--- src/rtl/ppmfd_pkg.sv ---
// ----------------------------------------------------------------------------
// ppmfd_pkg
// Shared widths, register indexes and reset values of the PPM frame decoder.
// ----------------------------------------------------------------------------
`default_nettype none

package ppmfd_pkg;

  localparam int TimeW  = 16;
  localparam int ScaleW = 7;
  localparam int ChanW  = 3;
  localparam int WidthW = 23;
  localparam int CfgIdxW  = 2;
  localparam int CfgDataW = 16;

  localparam int ChannelsDefault = 8;

  typedef logic [CfgIdxW-1:0] cfg_idx_t;

  localparam cfg_idx_t CfgSyncGap   = 2'd0;
  localparam cfg_idx_t CfgMinGap    = 2'd1;
  localparam cfg_idx_t CfgMaxGap    = 2'd2;
  localparam cfg_idx_t CfgTickScale = 2'd3;

  localparam logic [TimeW-1:0]  SyncGapReset   = 16'd500;
  localparam logic [TimeW-1:0]  MinGapReset    = 16'd80;
  localparam logic [TimeW-1:0]  MaxGapReset    = 16'd220;
  localparam logic [ScaleW-1:0] TickScaleReset = 7'd10;

endpackage

`default_nettype wire

--- src/rtl/ppmfd_in_if.sv ---
// ----------------------------------------------------------------------------
// ppmfd_in_if
// Capture timestamp channel: valid/ready handshake with one timer word.
// ----------------------------------------------------------------------------
`default_nettype none

interface ppmfd_in_if;
  logic                          valid;
  logic                          ready;
  logic [ppmfd_pkg::TimeW-1:0]   capture_time;

  modport source (output valid, output capture_time, input ready);
  modport sink   (input valid, input capture_time, output ready);
endinterface

`default_nettype wire

--- src/rtl/ppmfd_out_if.sv ---
// ----------------------------------------------------------------------------
// ppmfd_out_if
// Channel width channel: valid/ready handshake with index, width, last flag.
// ----------------------------------------------------------------------------
`default_nettype none

interface ppmfd_out_if;
  logic                           valid;
  logic                           ready;
  logic [ppmfd_pkg::ChanW-1:0]    channel;
  logic [ppmfd_pkg::WidthW-1:0]   width_us;
  logic                           last_channel;

  modport source (output valid, output channel, output width_us, output last_channel,
                  input ready);
  modport sink   (input valid, input channel, input width_us, input last_channel,
                  output ready);
endinterface

`default_nettype wire

--- src/rtl/ppm_frame_decoder.sv ---
// ----------------------------------------------------------------------------
// ppm_frame_decoder
// Decodes a PPM pulse train from rising-edge timer captures into channel
// widths in microseconds.
//
// in_ch takes one 16-bit capture word per rising edge. The gap to the
// previous capture is checked against the sync limit and the pulse window.
// When the last channel of a good frame arrives, out_ch delivers CHANNELS
// words, channel 0 first, the final one flagged by last_channel.
// An edge that ends no frame passes through accept, gap and check. An edge
// that completes a frame then emits every width in turn: each width needs one
// gap store read and one pass through the shared 16x7 multiplier, which
// loads the output register. in_ch is not ready during that time.
// A word waiting in the output register does not block the next capture.
// When out_ch stalls, the emit sequence holds until the register frees.
// cfg_* writes set sync_gap, min_gap, max_gap and tick_scale; write only
// while the block is idle. Reset returns the registers to their defaults,
// clears the phase, the bad-frame flag and the previous capture time.
// ----------------------------------------------------------------------------
`default_nettype none

module ppm_frame_decoder #(
  parameter int CHANNELS = ppmfd_pkg::ChannelsDefault
) (
  input  wire logic                               clk,
  input  wire logic                               rst_n,
  ppmfd_in_if.sink                                in_ch,
  ppmfd_out_if.source                             out_ch,
  input  wire logic                               cfg_we,
  input  wire logic [ppmfd_pkg::CfgIdxW-1:0]      cfg_index,
  input  wire logic [ppmfd_pkg::CfgDataW-1:0]     cfg_data
);

  localparam int PhW = $clog2(CHANNELS + 1);
  localparam int AW  = (CHANNELS > 1) ? $clog2(CHANNELS) : 1;
  localparam logic [PhW-1:0] LastPhase = PhW'(CHANNELS);
  localparam logic [AW-1:0]  LastIdx   = AW'(CHANNELS - 1);

  localparam logic [2:0] S_IDLE = 3'd0;
  localparam logic [2:0] S_GAP  = 3'd1;
  localparam logic [2:0] S_EVAL = 3'd2;
  localparam logic [2:0] S_RD   = 3'd3;
  localparam logic [2:0] S_MUL  = 3'd4;

  logic [2:0]                        state_r, state_nxt;
  logic [ppmfd_pkg::TimeW-1:0]       sync_gap_r, min_gap_r, max_gap_r;
  logic [ppmfd_pkg::ScaleW-1:0]      tick_scale_r;
  logic [ppmfd_pkg::TimeW-1:0]       prev_r, prev_nxt;
  logic [ppmfd_pkg::TimeW-1:0]       gap_r, gap_nxt;
  logic [PhW-1:0]                    phase_r, phase_nxt;
  logic                              bad_r, bad_nxt;
  logic [AW-1:0]                     rd_idx_r, rd_idx_nxt;

  logic                              out_valid_r, out_valid_nxt;
  logic [ppmfd_pkg::ChanW-1:0]       out_chan_r, out_chan_nxt;
  logic [ppmfd_pkg::WidthW-1:0]      out_width_r, out_width_nxt;
  logic                              out_last_r, out_last_nxt;

  logic                              in_acc;
  logic                              out_free;
  logic [ppmfd_pkg::TimeW-1:0]       diff;
  logic                              is_sync;
  logic                              out_window;
  logic                              bad_upd;
  logic [PhW-1:0]                    ph;
  logic                              emit;
  logic                              ram_we;
  logic [AW-1:0]                     ram_waddr;
  logic [ppmfd_pkg::TimeW-1:0]       ram_rdata;

  assign in_ch.ready         = (state_r == S_IDLE);
  assign in_acc              = in_ch.valid && in_ch.ready;
  assign out_ch.valid        = out_valid_r;
  assign out_ch.channel      = out_chan_r;
  assign out_ch.width_us     = out_width_r;
  assign out_ch.last_channel = out_last_r;
  assign out_free            = !out_valid_r || out_ch.ready;

  always_ff @(posedge clk) begin
    if (!rst_n) begin
      sync_gap_r   <= ppmfd_pkg::SyncGapReset;
      min_gap_r    <= ppmfd_pkg::MinGapReset;
      max_gap_r    <= ppmfd_pkg::MaxGapReset;
      tick_scale_r <= ppmfd_pkg::TickScaleReset;
    end else if (cfg_we) begin
      unique case (cfg_index)
        ppmfd_pkg::CfgSyncGap:   sync_gap_r   <= cfg_data;
        ppmfd_pkg::CfgMinGap:    min_gap_r    <= cfg_data;
        ppmfd_pkg::CfgMaxGap:    max_gap_r    <= cfg_data;
        ppmfd_pkg::CfgTickScale: tick_scale_r <= cfg_data[ppmfd_pkg::ScaleW-1:0];
        default: ;
      endcase
    end
  end

  assign diff       = in_ch.capture_time - prev_r;
  assign is_sync    = (gap_r > sync_gap_r);
  assign out_window = (gap_r < min_gap_r) || (gap_r > max_gap_r);
  assign bad_upd    = is_sync ? 1'b0 : (bad_r || out_window);
  assign ph         = is_sync ? '0 : phase_r;
  assign emit       = (state_r == S_EVAL) && (ph == LastPhase) && !bad_upd;
  assign ram_we     = (state_r == S_EVAL) && (ph != '0);
  assign ram_waddr  = AW'(ph - PhW'(1));

  always_comb begin
    state_nxt     = state_r;
    prev_nxt      = prev_r;
    gap_nxt       = gap_r;
    phase_nxt     = phase_r;
    bad_nxt       = bad_r;
    rd_idx_nxt    = rd_idx_r;
    out_valid_nxt = out_valid_r && !out_ch.ready;
    out_chan_nxt  = out_chan_r;
    out_width_nxt = out_width_r;
    out_last_nxt  = out_last_r;
    unique case (state_r)
      S_IDLE: begin
        if (in_acc) begin
          prev_nxt  = in_ch.capture_time;
          // wrap drops one tick, as 0xFFFF - previous + now
          gap_nxt   = (in_ch.capture_time > prev_r) ? diff : diff - 16'd1;
          state_nxt = S_GAP;
        end
      end
      S_GAP: begin
        state_nxt = S_EVAL;
      end
      S_EVAL: begin
        bad_nxt    = bad_upd;
        phase_nxt  = (ph == LastPhase) ? '0 : ph + PhW'(1);
        rd_idx_nxt = '0;
        state_nxt  = emit ? S_RD : S_IDLE;
      end
      S_RD: begin
        state_nxt = S_MUL;
      end
      S_MUL: begin
        if (out_free) begin
          out_valid_nxt = 1'b1;
          out_chan_nxt  = ppmfd_pkg::ChanW'(rd_idx_r);
          out_width_nxt = ppmfd_pkg::WidthW'(ram_rdata) *
                          ppmfd_pkg::WidthW'(tick_scale_r);
          out_last_nxt  = (rd_idx_r == LastIdx);
          rd_idx_nxt    = rd_idx_r + AW'(1);
          state_nxt     = (rd_idx_r == LastIdx) ? S_IDLE : S_RD;
        end
      end
      default: state_nxt = S_IDLE;
    endcase
  end

  always_ff @(posedge clk) begin
    if (!rst_n) begin
      state_r     <= S_IDLE;
      prev_r      <= '0;
      phase_r     <= '0;
      bad_r       <= 1'b0;
      out_valid_r <= 1'b0;
      rd_idx_r    <= '0;
    end else begin
      state_r     <= state_nxt;
      prev_r      <= prev_nxt;
      phase_r     <= phase_nxt;
      bad_r       <= bad_nxt;
      out_valid_r <= out_valid_nxt;
      rd_idx_r    <= rd_idx_nxt;
    end
  end

  always_ff @(posedge clk) begin
    gap_r       <= gap_nxt;
    out_chan_r  <= out_chan_nxt;
    out_width_r <= out_width_nxt;
    out_last_r  <= out_last_nxt;
  end

  ppmfd_ram #(
    .Width(ppmfd_pkg::TimeW),
    .Depth(CHANNELS)
  ) u_gap_store (
    .clk  (clk),
    .we   (ram_we),
    .waddr(ram_waddr),
    .wdata(gap_r),
    .raddr(rd_idx_r),
    .rdata(ram_rdata)
  );

  a_phase_range: assert property (@(posedge clk) disable iff (!rst_n)
    phase_r <= LastPhase)
    else $error("phase beyond channel count");

  a_last_index: assert property (@(posedge clk) disable iff (!rst_n)
    (out_valid_r && out_last_r) |-> (out_chan_r == ppmfd_pkg::ChanW'(CHANNELS - 1)))
    else $error("last flag on wrong channel");

  a_emit_start: assert property (@(posedge clk) disable iff (!rst_n)
    emit |=> (state_r == S_RD) && (rd_idx_r == '0))
    else $error("emit sequence did not start at channel 0");

  a_no_accept_busy: assert property (@(posedge clk) disable iff (!rst_n)
    (state_r == S_MUL) |-> !in_acc)
    else $error("capture accepted during emit");

endmodule

`default_nettype wire

--- src/rtl/ppmfd_ram.sv ---
// ----------------------------------------------------------------------------
// ppmfd_ram
// Generic single-write, single-read RAM with registered read data.
// ----------------------------------------------------------------------------
`default_nettype none

module ppmfd_ram #(
  parameter int Width = 16,
  parameter int Depth = 8,
  localparam int AddrW = (Depth > 1) ? $clog2(Depth) : 1
) (
  input  wire logic             clk,
  input  wire logic             we,
  input  wire logic [AddrW-1:0] waddr,
  input  wire logic [Width-1:0] wdata,
  input  wire logic [AddrW-1:0] raddr,
  output logic      [Width-1:0] rdata
);

  logic [Width-1:0] mem [Depth];

  always_ff @(posedge clk) begin
    if (we) begin
      mem[waddr] <= wdata;
    end
    rdata <= mem[raddr];
  end

endmodule

`default_nettype wire

--- src/flat_wrapper.sv ---
// flat-port wrapper written by rule: the top's interface ports become plain ports
module ppm_frame_decoder_flat 
#(
  parameter int CHANNELS = ppmfd_pkg::ChannelsDefault
)
  (clk, rst_n, cfg_we, cfg_index, cfg_data, in_ch_valid, in_ch_capture_time, in_ch_ready, out_ch_valid, out_ch_channel, out_ch_width_us, out_ch_last_channel, out_ch_ready);
  ppmfd_in_if in_ch_i ();
  ppmfd_out_if out_ch_i ();
  input  wire logic clk;
  input  wire logic rst_n;
  input  wire logic cfg_we;
  input  wire logic [ppmfd_pkg::CfgIdxW-1:0] cfg_index;
  input  wire logic [ppmfd_pkg::CfgDataW-1:0] cfg_data;
  input wire logic [$bits(in_ch_i.valid)-1:0] in_ch_valid;
  input wire logic [$bits(in_ch_i.capture_time)-1:0] in_ch_capture_time;
  output wire logic [$bits(in_ch_i.ready)-1:0] in_ch_ready;
  output wire logic [$bits(out_ch_i.valid)-1:0] out_ch_valid;
  output wire logic [$bits(out_ch_i.channel)-1:0] out_ch_channel;
  output wire logic [$bits(out_ch_i.width_us)-1:0] out_ch_width_us;
  output wire logic [$bits(out_ch_i.last_channel)-1:0] out_ch_last_channel;
  input wire logic [$bits(out_ch_i.ready)-1:0] out_ch_ready;
  assign in_ch_i.valid = in_ch_valid;
  assign in_ch_i.capture_time = in_ch_capture_time;
  assign in_ch_ready = in_ch_i.ready;
  assign out_ch_valid = out_ch_i.valid;
  assign out_ch_channel = out_ch_i.channel;
  assign out_ch_width_us = out_ch_i.width_us;
  assign out_ch_last_channel = out_ch_i.last_channel;
  assign out_ch_i.ready = out_ch_ready;
  ppm_frame_decoder #(.CHANNELS(CHANNELS)) u_core (.clk(clk), .rst_n(rst_n), .in_ch(in_ch_i), .out_ch(out_ch_i), .cfg_we(cfg_we), .cfg_index(cfg_index), .cfg_data(cfg_data));
endmodule
--- config.mk ---
export PLATFORM = sky130hd
export DESIGN_NAME = ppm_frame_decoder_flat
export DESIGN_NICKNAME = d
export VERILOG_FILES = /design/src/rtl/ppmfd_pkg.sv /design/src/rtl/ppmfd_in_if.sv /design/src/rtl/ppmfd_out_if.sv /design/src/rtl/ppm_frame_decoder.sv /design/src/rtl/ppmfd_ram.sv /design/src/flat_wrapper.sv
export SDC_FILE = /design/constraint.sdc
export NUM_CORES = 1
export LEC_CHECK = 0
export BUFFER_PORTS_ARGS = -buffer_cell sky130_fd_sc_hd__buf_4
export CAP_MARGIN = 20
export CORE_ASPECT_RATIO = 1.1
export CORE_MARGIN = 1.5
export CORE_UTILIZATION = 54
export DETAILED_ROUTE_END_ITERATION = 10
export PLACE_DENSITY = 0.71
export SETUP_SLACK_MARGIN = 0.4
export SYNTH_ARGS = -nofsm -noshare
export SYNTH_HDL_FRONTEND = slang
export SYNTH_SLANG_ARGS = --single-unit
export TNS_END_PERCENT = 1
--- constraint.sdc ---
create_clock -name clk -period 11.45 [get_ports clk]
set_clock_uncertainty 0.05 [all_clocks]
set_input_delay 1.145 -clock clk [delete_from_list [all_inputs] [get_ports clk]]
set_output_delay 1.145 -clock clk [all_outputs]
set_load 0.01 [all_outputs]
==> flow_summary_export.csv <==
group,metric,value,unit
timing,slew-limit-headroom,23.7,%
timing,period_needed,5.28,ns
cts,path_clk_slew,0.06,ns
floorplan,die_area,30100,um2
floorplan,coreArea,28600,um2
grt,grt_usage,22.4,%
finish,final_core_util,61.2,%
route,drcViolationCount,0,
grt,antenna_found_initial,0,
placement,dp_cells,1814,
pwr,swShare,26.8,%
logic_synthesis,synth_seq_cells,270,
timing,rsz0062_at_grt,"no",
logic_synthesis,synthArstFlopShare,0,%
critical_path,crit_path_max_incr_delay,0.63,ns
cts,cts-root-buf,"clkbuf_16",
timing,finalMaxSlewViolations,0,
logic_synthesis,synth-edff-count,171,
placement,preCtsSetupSlack,6.20,ns
finish,antennaDiodeCount,0,
logic_synthesis,yosysSeqAreaShare,45.3,%
grt,grt_overflow,0,
pwr,comb_power_share,16.0,%
timing,worst_slew_pin_slew,1.14,ns
cts,cts_sinks,270,
logic_synthesis,yosysUniqueCellTypes,73,
timing,setup_ws,6.17,ns
critical_path,start_kind,"flop",
critical_path,crit_path_end_kind,"flop",
cts,numCtsBuffers,28,
pwr,power_density,139,nW/um2
timing,post-route-period-util,46.1,%
logic_synthesis,synthFlopType,"edfxtp_1",
pwr,power.switching,654,uW
route,totalWireLength,33000,um
cts,clk_latency,0.55,ns
timing,final-setup-viol-count,0,
cts,cts_tree,"done",
critical_path,worstPathCellList,"nand2_1 > fa_1 > fa_1 > inv_1 > fa_1 > inv_1 > fa_1 > inv_1 > ha_1 > o21ai_0 > o21ai_0 > a21oi_1 > o31ai_1 > a21oi_1 > o21ai_0 > a21oi_1 > xnor2_1",
floorplan,die_y,182,um
pwr,power_frac_seq,46.8,%
logic_synthesis,yosysWarnings,0,
finish,design_area,17500,um2
logic_synthesis,netlist_area,15700,um2
placement,port_buffers,67,
timing,fmax,189,MHz
floorplan,ios,68,
finish,syn_to_final_growth,11.6,%
finish,layout_common_cells,"209 x nand2_1, 171 x edfxtp_1, 158 x inv_1",
critical_path,slowest_stage,"dfxtp_1",
route,ant_nets,0,
cts,clockBufferDepth,3,
run_status,status,"complete, no violations",
min_path,hp-class,"flop to flop",
finish,layout_commonest_cell,"nand2_1",
finish,fillers,2340,
route,dr.pass1.iters,7,
placement,dp_hpwl,22900,um
timing,timing.final.hold_violations,0,
finish,drive_above_1_share,12.8,%
placement,gp_congestion,0.826,
floorplan,row_count,65,
route,via_count,10400,
critical_path,crit_top_cell,"fa_1",
run,drv_cap,0,
critical_path,critPathKind,"flop to flop",
pwr,intPower,1.78,mW
route,avgViaCountPerCell,5.59,
placement,placed_cell_area,16600,um2
grt,grt_pass1_wl,53800,um
pwr,p_clk_share,37.2,%
floorplan,start_util,54.9,%
cts,cts_resized,0,
logic_synthesis,syn_inst,1419,
logic_synthesis,synthesis.nets,1637,
cts,cts_setup_buffers,0,
pwr,power.leakage,6.96,nW
finish,fin_cells,1868,
timing,tns,0,ns
critical_path,worstPathRequired,11.70,ns
finish,fin_nets,1697,
cts,holdBufCountCts,0,
route,drt_first_iter_violations,554,
floorplan,chipWidth,166,um
logic_synthesis,avgSynthCellArea,11.1,um2
pwr,ir_worst_vdd,131,uV
grt,grt_max_degree,87,
critical_path,crit_arrival,5.52,ns
critical_path,cp_max_fo,17,
cts,cts_max_level,1,
route,wl_per_cell,17.6,um
grt,first_global_vias,10500,
routing by layer:
metal	up-vias	global-route usage (%)	share of wire, %	wire length [um]
met4	0	7.89	3.4	1110
met3	66	2.48	4.4	1450
met1	5114	27.7	42	13900
met5	-	0	0	0
met2	234	40.6	50	16500
li1	5032	-	-	-
power groups by stage:
stage	clock (mW)	combinational [mW]	sequential (mW)
2_1_floorplan	0	0.303	1.13
3_3_place_gp	0	0.378	1.16
3_5_place_dp	0	0.387	1.16
4_1_cts	0.919	0.391	1.14
5_1_grt	0.962	0.446	1.14
6_report	0.906	0.391	1.14
per-stage QoR:
stage	power [mW]	hold WS, ns
floorplan	1.44	0.382
global placement	1.54	0.402
detailed placement	1.55	0.409
CTS	2.45	0.418
global route	2.55	0.431
finish	2.44	0.414
registers in the layout (all words and copies together) (netlist names), 3 cells and up:
name,count
u_core.u_gap_store.mem,128
u_core.out_ch.width_us,23
u_core.gap_r,16
u_core.max_gap_r,16
u_core.min_gap_r,16
u_core.prev_r,16
u_core.sync_gap_r,16
u_core.u_gap_store.rdata,16
u_core.tick_scale_r,7
u_core.phase_r,4
u_core.out_ch.channel,3
u_core.rd_idx_r,3
u_core.state_r,3
cell type report:
type / count / area (um2) / area share (%)
multi-input cells: 941 / 7820 / 44.6
flip-flops and latches: 270 / 7120 / 40.6
clock buffers: 39 / 827 / 4.72
repair buffers: 78 / 604 / 3.45
inverters: 160 / 601 / 3.43
well taps: 368 / 460 / 2.63
clock inverters: 12 / 98.8 / 0.564
cells in the mapped netlist (24+ instances only):
cell type  number  share of area, %
nand2_1       209               5.0
o21ai_0        25              0.80
clkbuf_1       38              0.91
dfxtp_1        99                13
a21oi_1        43               1.4
edfxtp_1      171                33
a21boi_0       61               2.9
nor2_1         53               1.3
and2_1         75               3.0
inv_1         158               3.8
fa_1           70               8.9
xnor2_1        24               1.3
mux4_2         32               4.6
ha_1          109               8.7
final timing paths:
kind | startpoint | end | slack (ns) | depth (start not counted)
worst min-delay path | u_core.max_gap_r[9] | u_core.max_gap_r[9] | 0.41 | 2
worst max register to register | u_core.tick_scale_r[5] | u_core.out_ch.width_us[18] | 6.17 | 17
worst min register to register | u_core.max_gap_r[9] | u_core.max_gap_r[9] | 0.41 | 2
worst max-delay path | u_core.tick_scale_r[5] | u_core.out_ch.width_us[18] | 6.17 | 17
cell families (layout without fill, tap and decap cells):
| group | after synthesis | in the layout | synth area share [%] |
|---|---|---|---|
| AO/OA/AOI/OAI | 225 | 225 | 10.0 |
| multiplexers | 53 | 53 | 6.05 |
| buffers and inverters | 208 | 289 | 5.21 |
| AND/OR/NAND/NOR | 444 | 444 | 13.6 |
| XOR/XNOR | 40 | 40 | 2.23 |
| flip-flops | 270 | 270 | 45.3 |
| adder cells (fa/ha/maj) | 179 | 179 | 17.6 |
worst max-delay path, delay by kind of cell, from the launching register on:
| family | cells | cell delay [ns] |
|---|---|---|
| fa+ha+maj | 5 | 2.43 |
| compound gates | 7 | 1.50 |
| flops | 1 | 0.63 |
| buf+inv | 3 | 0.15 |
| simple gates | 1 | 0.15 |
| xor+xnor | 1 | 0.13 |
No activity file was read; power rests on OpenSTA's default activity.
